[src/hdl/steq_pkg.sv]
// steq_pkg: shared types, codes and time helpers for the sorted timer event queue
// used by steq_cell, sorted_timer_event_queue_unit and steq_checker
package steq_pkg;

  localparam int SLOT_W = 4;
  localparam int TIME_W = 32;
  localparam int REQ_W = 3;
  localparam int STAT_W = 3;

  // wraparound distance at or above this counts as past
  localparam logic [TIME_W-1:0] PAST_LIMIT = 32'h8000_0000;

  // request codes
  localparam logic [REQ_W-1:0] REQ_SCHEDULE  = 3'd0;
  localparam logic [REQ_W-1:0] REQ_CANCEL    = 3'd1;
  localparam logic [REQ_W-1:0] REQ_PROCESS   = 3'd2;
  localparam logic [REQ_W-1:0] REQ_TIME_NEXT = 3'd3;
  localparam logic [REQ_W-1:0] REQ_QUERY     = 3'd4;

  // status codes
  localparam logic [STAT_W-1:0] STATUS_SUCCESS       = 3'd0;
  localparam logic [STAT_W-1:0] STATUS_ALREADY       = 3'd1;
  localparam logic [STAT_W-1:0] STATUS_INVALID_ARGS  = 3'd2;
  localparam logic [STAT_W-1:0] STATUS_INVALID_STATE = 3'd3;
  localparam logic [STAT_W-1:0] STATUS_NOT_FOUND     = 3'd4;

  typedef struct packed {
    logic [REQ_W-1:0]  req_type;
    logic [SLOT_W-1:0] slot;
    logic [TIME_W-1:0] now;
    logic [TIME_W-1:0] fire_time;
    logic [TIME_W-1:0] context_req;
  } steq_in_t;

  typedef struct packed {
    logic [STAT_W-1:0] status;
    logic [SLOT_W-1:0] out_slot;
    logic [TIME_W-1:0] out_context;
    logic [TIME_W-1:0] time_value;
    logic              last;
  } steq_out_t;

  // one queue position as held by a cell
  typedef struct packed {
    logic              valid;
    logic [SLOT_W-1:0] slot;
    logic [TIME_W-1:0] fire_time;
    logic [TIME_W-1:0] ctx;
  } cell_data_t;

  typedef enum logic [2:0] {
    CELL_HOLD,
    CELL_EVAL,
    CELL_INSERT,
    CELL_REMOVE,
    CELL_POP
  } cell_op_t;

  // broadcast from the sequencer to every cell
  typedef struct packed {
    cell_op_t          op;
    logic [SLOT_W-1:0] slot;
    logic [TIME_W-1:0] fire_time;
    logic [TIME_W-1:0] ctx;
  } cell_cmd_t;

  // per-cell slot lookup result
  typedef struct packed {
    logic              hit;
    logic [TIME_W-1:0] hit_time;
  } cell_stat_t;

  typedef enum logic [1:0] {
    FSM_IDLE,
    FSM_DECIDE,
    FSM_POP
  } fsm_t;

  // true when the wraparound distance from 'from' to 'to' is zero or past
  function automatic logic is_due(input logic [TIME_W-1:0] from,
                                  input logic [TIME_W-1:0] to);
    logic [TIME_W-1:0] d;
    d = to - from;
    return (d >= PAST_LIMIT) || (d == '0);
  endfunction

  // wraparound distance clamped at zero for the past
  function automatic logic [TIME_W-1:0] ahead(input logic [TIME_W-1:0] from,
                                              input logic [TIME_W-1:0] to);
    logic [TIME_W-1:0] d;
    d = to - from;
    return (d >= PAST_LIMIT) ? '0 : d;
  endfunction

endpackage

[src/hdl/steq_cell.sv]
// steq_cell: one position of the ordered timer list, shifts left or right with neighbors
// depends on steq_pkg
module steq_cell (
  input  logic                clk,
  input  logic                rst_n,
  input  steq_pkg::cell_cmd_t cmd,
  input  steq_pkg::cell_data_t left_data,
  input  steq_pkg::cell_data_t right_data,
  input  logic                seen_in,
  output logic                seen_out,
  output steq_pkg::cell_data_t data_out,
  output steq_pkg::cell_stat_t stat_out
);

  logic                        valid_r, valid_nxt;
  logic [steq_pkg::SLOT_W-1:0] slot_r, slot_nxt;
  logic [steq_pkg::TIME_W-1:0] time_r, time_nxt;
  logic [steq_pkg::TIME_W-1:0] ctx_r, ctx_nxt;
  logic                        ins_hit_r, ins_hit_nxt;
  logic                        slot_hit_r, slot_hit_nxt;
  logic                        flag;

  // insert point uses the order flag, removal the slot match
  assign flag     = (cmd.op == steq_pkg::CELL_INSERT) ? ins_hit_r : slot_hit_r;
  assign seen_out = seen_in | flag;

  assign data_out = '{valid: valid_r, slot: slot_r, fire_time: time_r, ctx: ctx_r};
  assign stat_out = '{hit: slot_hit_r, hit_time: slot_hit_r ? time_r : '0};

  always_comb begin
    valid_nxt    = valid_r;
    slot_nxt     = slot_r;
    time_nxt     = time_r;
    ctx_nxt      = ctx_r;
    ins_hit_nxt  = ins_hit_r;
    slot_hit_nxt = slot_hit_r;
    unique case (cmd.op)
      steq_pkg::CELL_EVAL: begin
        // empty cells sit behind all full ones, so they always qualify
        ins_hit_nxt  = !valid_r || steq_pkg::is_due(time_r, cmd.fire_time);
        slot_hit_nxt = valid_r && (slot_r == cmd.slot);
      end
      steq_pkg::CELL_INSERT: begin
        if (seen_in) begin
          valid_nxt = left_data.valid;
          slot_nxt  = left_data.slot;
          time_nxt  = left_data.fire_time;
          ctx_nxt   = left_data.ctx;
        end else if (flag) begin
          valid_nxt = 1'b1;
          slot_nxt  = cmd.slot;
          time_nxt  = cmd.fire_time;
          ctx_nxt   = cmd.ctx;
        end
      end
      steq_pkg::CELL_REMOVE: begin
        if (seen_out) begin
          valid_nxt = right_data.valid;
          slot_nxt  = right_data.slot;
          time_nxt  = right_data.fire_time;
          ctx_nxt   = right_data.ctx;
        end
      end
      steq_pkg::CELL_POP: begin
        valid_nxt = right_data.valid;
        slot_nxt  = right_data.slot;
        time_nxt  = right_data.fire_time;
        ctx_nxt   = right_data.ctx;
      end
      default: begin
      end
    endcase
  end

  always_ff @(posedge clk) begin
    if (!rst_n) begin
      valid_r    <= 1'b0;
      ins_hit_r  <= 1'b0;
      slot_hit_r <= 1'b0;
    end else begin
      valid_r    <= valid_nxt;
      ins_hit_r  <= ins_hit_nxt;
      slot_hit_r <= slot_hit_nxt;
    end
  end

  always_ff @(posedge clk) begin
    slot_r <= slot_nxt;
    time_r <= time_nxt;
    ctx_r  <= ctx_nxt;
  end

endmodule

[src/hdl/sorted_timer_event_queue_unit.sv]
// sorted_timer_event_queue_unit: timer events kept in time order in a row of steq_cell
// a request is taken when start is high and busy low; busy then stays high in the decide
// state, so no new request is taken before the last one's result is registered; process
// stays busy in the pop state while events are due and emits one event per cycle, the last
// one flagged; results cannot be stalled; synchronous active-low reset empties the queue
module sorted_timer_event_queue_unit #(
  parameter int SLOTS = 16
) (
  input  logic               clk,
  input  logic               rst_n,
  input  logic               start,
  output logic               busy,
  input  steq_pkg::steq_in_t in_req,
  output logic               out_valid,
  output steq_pkg::steq_out_t out_res
);

  // sequencer state
  steq_pkg::fsm_t      state_r, state_nxt;
  steq_pkg::steq_in_t  req_r, req_nxt;
  logic                out_valid_r, out_valid_nxt;
  steq_pkg::steq_out_t out_res_r, out_res_nxt;

  // cell row
  steq_pkg::cell_cmd_t  cmd;
  steq_pkg::cell_data_t cdata [SLOTS];
  steq_pkg::cell_stat_t cstat [SLOTS];
  logic [SLOTS:0]       seen;

  logic                        any_hit;
  logic [steq_pkg::TIME_W-1:0] hit_time;
  logic                        slot_ok;
  logic                        head_due;
  logic                        next_due;

  assign seen[0] = 1'b0;

  // position 0 is the list head; data moves right on insert, left on removal
  for (genvar g = 0; g < SLOTS; g++) begin : g_cell
    steq_pkg::cell_data_t lft, rgt;
    if (g == 0) begin : g_first
      assign lft = '0;
    end else begin : g_inner_l
      assign lft = cdata[g-1];
    end
    if (g == SLOTS - 1) begin : g_final
      assign rgt = '0;
    end else begin : g_inner_r
      assign rgt = cdata[g+1];
    end
    steq_cell u_cell (
      .clk        (clk),
      .rst_n      (rst_n),
      .cmd        (cmd),
      .left_data  (lft),
      .right_data (rgt),
      .seen_in    (seen[g]),
      .seen_out   (seen[g+1]),
      .data_out   (cdata[g]),
      .stat_out   (cstat[g])
    );
  end

  // slot lookup: at most one cell matches, so an or-merge picks its time
  always_comb begin
    any_hit  = 1'b0;
    hit_time = '0;
    for (int i = 0; i < SLOTS; i++) begin
      any_hit  = any_hit | cstat[i].hit;
      hit_time = hit_time | cstat[i].hit_time;
    end
  end

  assign slot_ok  = (32'(req_r.slot) < 32'(SLOTS));
  assign head_due = cdata[0].valid && steq_pkg::is_due(req_r.now, cdata[0].fire_time);
  assign next_due = cdata[1].valid && steq_pkg::is_due(req_r.now, cdata[1].fire_time);

  always_comb begin
    state_nxt     = state_r;
    req_nxt       = req_r;
    out_valid_nxt = 1'b0;
    out_res_nxt   = '{status: steq_pkg::STATUS_SUCCESS, out_slot: '0, out_context: '0,
                      time_value: '0, last: 1'b1};
    cmd           = '{op: steq_pkg::CELL_HOLD, slot: req_r.slot,
                      fire_time: req_r.fire_time, ctx: req_r.context_req};
    unique case (state_r)
      steq_pkg::FSM_IDLE: begin
        // every cell compares against the incoming beat right away
        cmd = '{op: steq_pkg::CELL_HOLD, slot: in_req.slot,
                fire_time: in_req.fire_time, ctx: in_req.context_req};
        if (start) begin
          cmd.op    = steq_pkg::CELL_EVAL;
          req_nxt   = in_req;
          state_nxt = steq_pkg::FSM_DECIDE;
        end
      end
      steq_pkg::FSM_DECIDE: begin
        out_valid_nxt = 1'b1;
        state_nxt     = steq_pkg::FSM_IDLE;
        unique case (req_r.req_type)
          steq_pkg::REQ_SCHEDULE: begin
            if (!slot_ok) begin
              out_res_nxt.status = steq_pkg::STATUS_INVALID_ARGS;
            end else if (any_hit) begin
              out_res_nxt.status = steq_pkg::STATUS_ALREADY;
            end else if ((req_r.fire_time - req_r.now) >= steq_pkg::PAST_LIMIT) begin
              // fire time behind now
              out_res_nxt.status = steq_pkg::STATUS_INVALID_ARGS;
            end else begin
              cmd.op = steq_pkg::CELL_INSERT;
            end
          end
          steq_pkg::REQ_CANCEL: begin
            if (!slot_ok) begin
              out_res_nxt.status = steq_pkg::STATUS_INVALID_ARGS;
            end else if (!any_hit) begin
              out_res_nxt.status = steq_pkg::STATUS_ALREADY;
            end else begin
              cmd.op = steq_pkg::CELL_REMOVE;
            end
          end
          steq_pkg::REQ_PROCESS: begin
            if (head_due) begin
              out_valid_nxt = 1'b0;
              state_nxt     = steq_pkg::FSM_POP;
            end else begin
              out_res_nxt.status = steq_pkg::STATUS_NOT_FOUND;
            end
          end
          steq_pkg::REQ_TIME_NEXT: begin
            if (cdata[0].valid) begin
              out_res_nxt.time_value = steq_pkg::ahead(req_r.now, cdata[0].fire_time);
            end else begin
              out_res_nxt.status = steq_pkg::STATUS_NOT_FOUND;
            end
          end
          steq_pkg::REQ_QUERY: begin
            if (!slot_ok) begin
              out_res_nxt.status = steq_pkg::STATUS_INVALID_ARGS;
            end else if (!any_hit) begin
              out_res_nxt.status = steq_pkg::STATUS_INVALID_STATE;
            end else begin
              out_res_nxt.time_value = hit_time;
            end
          end
          default: begin
            out_res_nxt.status = steq_pkg::STATUS_INVALID_ARGS;
          end
        endcase
      end
      steq_pkg::FSM_POP: begin
        // head is known due here; look one cell ahead to flag the last beat
        cmd.op                  = steq_pkg::CELL_POP;
        out_valid_nxt           = 1'b1;
        out_res_nxt.out_slot    = cdata[0].slot;
        out_res_nxt.out_context = cdata[0].ctx;
        out_res_nxt.last        = !next_due;
        state_nxt               = next_due ? steq_pkg::FSM_POP : steq_pkg::FSM_IDLE;
      end
      default: begin
        state_nxt = steq_pkg::FSM_IDLE;
      end
    endcase
  end

  always_ff @(posedge clk) begin
    if (!rst_n) begin
      state_r     <= steq_pkg::FSM_IDLE;
      out_valid_r <= 1'b0;
    end else begin
      state_r     <= state_nxt;
      out_valid_r <= out_valid_nxt;
    end
  end

  always_ff @(posedge clk) begin
    req_r     <= req_nxt;
    out_res_r <= out_res_nxt;
  end

  assign busy      = (state_r != steq_pkg::FSM_IDLE);
  assign out_valid = out_valid_r;
  assign out_res   = out_res_r;

endmodule

[config.mk]
export PLATFORM = sky130hd
export DESIGN_NAME = sorted_timer_event_queue_unit
export DESIGN_NICKNAME = d
export VERILOG_FILES = /design/src/hdl/steq_pkg.sv /design/src/hdl/steq_cell.sv /design/src/hdl/sorted_timer_event_queue_unit.sv
export SDC_FILE = /design/constraint.sdc
export NUM_CORES = 2
export LEC_CHECK = 0
export BUFFER_PORTS_ARGS = -buffer_cell sky130_fd_sc_hd__buf_4
export CORE_ASPECT_RATIO = 1.4
export CORE_MARGIN = 1
export CORE_UTILIZATION = 65
export DETAILED_ROUTE_END_ITERATION = 16
export PLACE_DENSITY = 0.92
export SETUP_SLACK_MARGIN = 0.05
export SLEW_MARGIN = 40
export SYNTH_ARGS = -nofsm -noshare
export SYNTH_HDL_FRONTEND = slang
export SYNTH_HIERARCHICAL = 1
export SYNTH_SLANG_ARGS = --single-unit
[constraint.sdc]
create_clock -name clk -period 22.8 [get_ports clk]
set_input_delay 0 -clock clk [delete_from_list [all_inputs] [get_ports clk]]
set_output_delay 0 -clock clk [all_outputs]
set_load 0.03 [all_outputs]
==> run summary, run 1 <==
Outcome -> did not finish
Stopped at -> global routing (5_1_grt)
Stop err -> [ERROR GRT-0116] Global routing finished with congestion. Check the congestion regions in the DRC Viewer.
First-pass GRT wire length -> 823 mm
DP Worst Slack -> 7250 ps
Initial core utilization -> 0.656
CTS sink cnt -> 1314
Gr usage total -> 0.675
Num ports -> 180
Yosys warnings -> 6
CTS Buf Count -> 140
H-tree depth -> 4
Global route total overflow -> 13
Gpl congestion -> 1.27
Post-CTS Setup Bufs -> 0
Post-Place Cells -> 14200
Die X -> 346 um
# rows -> 176
Die Y -> 484 um
Syn_area_per_cell -> 8.78 sq um
Pin count of the biggest net entering global routing -> 106
Netlist Area Pre-Place -> 108000 sq um
Final HPWL DP -> 364 mm
Vias in the first global route -> 116000
Root Buffer -> clkbuf_16
Cells after synthesis -> 12300
Bufs on Longest Clock Path -> 3
I/O Buffers -> 179
timing repair:
action	CTS
hold buffers	202
resized for setup	0
endpoints found under the hold margin	113
setup endpoints to repair	0
stage by stage:
| stage | cell area, sq um | hold WS (ps) |
|---|---|---|
| after floorplan | 108000 | 98.9 |
| after global placement | 111000 | 183 |
| after detailed placement | 111000 | 184 |
| after CTS | 118000 | 12.3 |
metal layers:
layer,GRT overflow,track usage
met1,0,0.662
met2,3,0.900
met3,1,0.437
met4,9,0.727
met5,0,0.147
==> inputs of run 2 (changes only) <==
- CORE_ASPECT_RATIO: 1.4 -> default
- CORE_UTILIZATION: 65 -> 40
- PLACE_DENSITY: 0.92 -> default
- PLACE_DENSITY_LB_ADDON: default -> 0.15
- SETUP_SLACK_MARGIN: 0.05 -> default
==> run 2 against run 1 <==
  * The flow now finishes without violations
  * Synthesized area did not move
  * Synthesized cell count did not move
==> run summary, run 2 <==
Final Routed Wirelength -> 540 mm
Slew at the pin with the worst max-slew slack -> 1010 ps
DP Worst Slack -> 7540 ps
H-tree depth -> 4
Setup TNS -> 0 ps
Slowest-stage cell, CP -> o21ai_0
Peak VDD IR -> 65.7 uV
Fin area -> 121000 sq um
Final worst slack -> 7140 ps
Share of cells above drive strength 1 -> 0.0819
Clock Skew -> 88.9 ps
Final worst-path cycle share -> 0.687
Yosys warnings -> 6
Outcome -> finished, final reports clean
Uppermost layer routed -> met5
Final hold vios -> 0
Hold-fix buffers at CTS -> 208
Multi-input gate area -> 64700 sq um
WL met1 -> 218 mm
Largest regs -> g_cell.u_cell/ctx_r x512, g_cell.u_cell/time_r x512, req_r x103
Max_cap viols -> 0
Metal3 WL -> 60.6 mm
Pwr/cell area -> 59.5 nW/um^2
Gpl congestion -> 1.02
Fill cells -> 26200
Clk Latency, worst-skew pair -> 870 ps
CP Max Fanout -> 40
Die area -> 272000 sq um
Most frequent cells in the layout -> a21oi_1 (1619), nor2_1 (1587), edfxtp_1 (1191)
Cells after synthesis -> 12300
Worst R2R Setup Slack -> 7140 ps
Num ports -> 180
Core area -> 268000 sq um
Initial core utilization -> 0.402
Leakage power -> 49.9 nW
Syn_area_per_cell -> 8.78 sq um
Initial antenna violation count -> 46
Post-DP Area -> 113000 sq um
Worst path top cell family by delay -> simple AND/OR/NAND/NOR gates
First-pass GRT wire length -> 742 mm
Setup CP Type -> register to register
CP bufs+invs -> 17
Bufs on Longest Clock Path -> 4
Vias/cell -> 6.45
WHS -> 79.0 ps
# rows -> 190
Most common cell after layout, fill and taps aside -> a21oi_1
Max incr delay on CP -> 630 ps
CTS sink cnt -> 1314
Post-CTS Setup Bufs -> 0
Die Y -> 521 um
Endpoints failing setup -> 0
Antenna viol nets, final -> 0
Fmax -> 0.0639 GHz
Required @ worst endpoint -> 23350 ps
Die X -> 521 um
DR WL/cell -> 33.4 um
Startpoint Class -> register
Fin. max-slew vios -> 0
Vias in the first global route -> 96900
Finished Core Util -> 0.451
Unrepaired setup endpoints after global routing -> no
Worst hold path type -> input port to register
Worst Path Arrival -> 16210 ps
Final HPWL DP -> 390 mm
Post-cts gate resize count -> 0
Routed met2 length -> 226 mm
Synth-to-Final Area Change -> 12.1%
CP Capture Type -> register
CTS tree -> built
Gr usage total -> 0.381
Relative slew margins -> 0.324
Drt pass-1 iters -> 7
Root Buffer -> clkbuf_16
Netlist Area Pre-Place -> 108000 sq um
Min Tclk post-route -> 15660 ps
DRC Markers -> 0
I/O Buffers -> 179
CTS Buf Count -> 167
Worst-path clk slew -> 60 ps
Sequential cell area -> 38200 sq um
DRT iter0 DRCs -> 15200
Vias -> 104000
Pin count of the biggest net entering global routing -> 87
Fin nets -> 13200
Global route total overflow -> 0
Crit path top cell by count -> nor2b_1
-- run 2: final timing paths --
check,startpoint,to,depth (start not counted)
setup / recovery,req_r[65],g_cell[15].u_cell/time_r[18],48
hold / removal,in_req[98],req_r[98],2
setup reg to reg,req_r[65],g_cell[15].u_cell/time_r[18],48
hold reg to reg,g_cell[0].u_cell/ctx_r[7],out_res[40],1
-- run 2: stage by stage --
stage	std cells	total power, mW
detailed placement	15600	4.50
finish	16200	7.20
global placement	15600	4.49
CTS	16100	7.15
global route	16100	7.39
floorplan	12400	3.96
-- run 2: layout make-up --
cell class,instances,share of cell area
clock inverter,77,0.00496
antenna,21,0.000434
sequential,1314,0.316
inverter,848,0.0266
clock buffer,219,0.0382
tap,3552,0.0367
timing repair buffer,575,0.0420
multi-input combinational,9559,0.535
-- run 2: report_power, final --
group | leakage, nW | internal, mW | switching [mW] | total, mW
Combinational | 35.5 | 0.649 | 1.19 | 1.84
Sequential | 11.8 | 2.68 | 0.0367 | 2.72
Clock | 2.56 | 1.50 | 1.14 | 2.64
Total | 49.9 | 4.84 | 2.36 | 7.20
-- run 2: per-layer routing --
metal	GRT usage	vias to the layer above
met5	0	-
li1	-	45600
met3	0.0953	1302
met1	0.508	50800
met2	0.563	6540
met4	0.210	18
(Power assumes the default switching activity.)
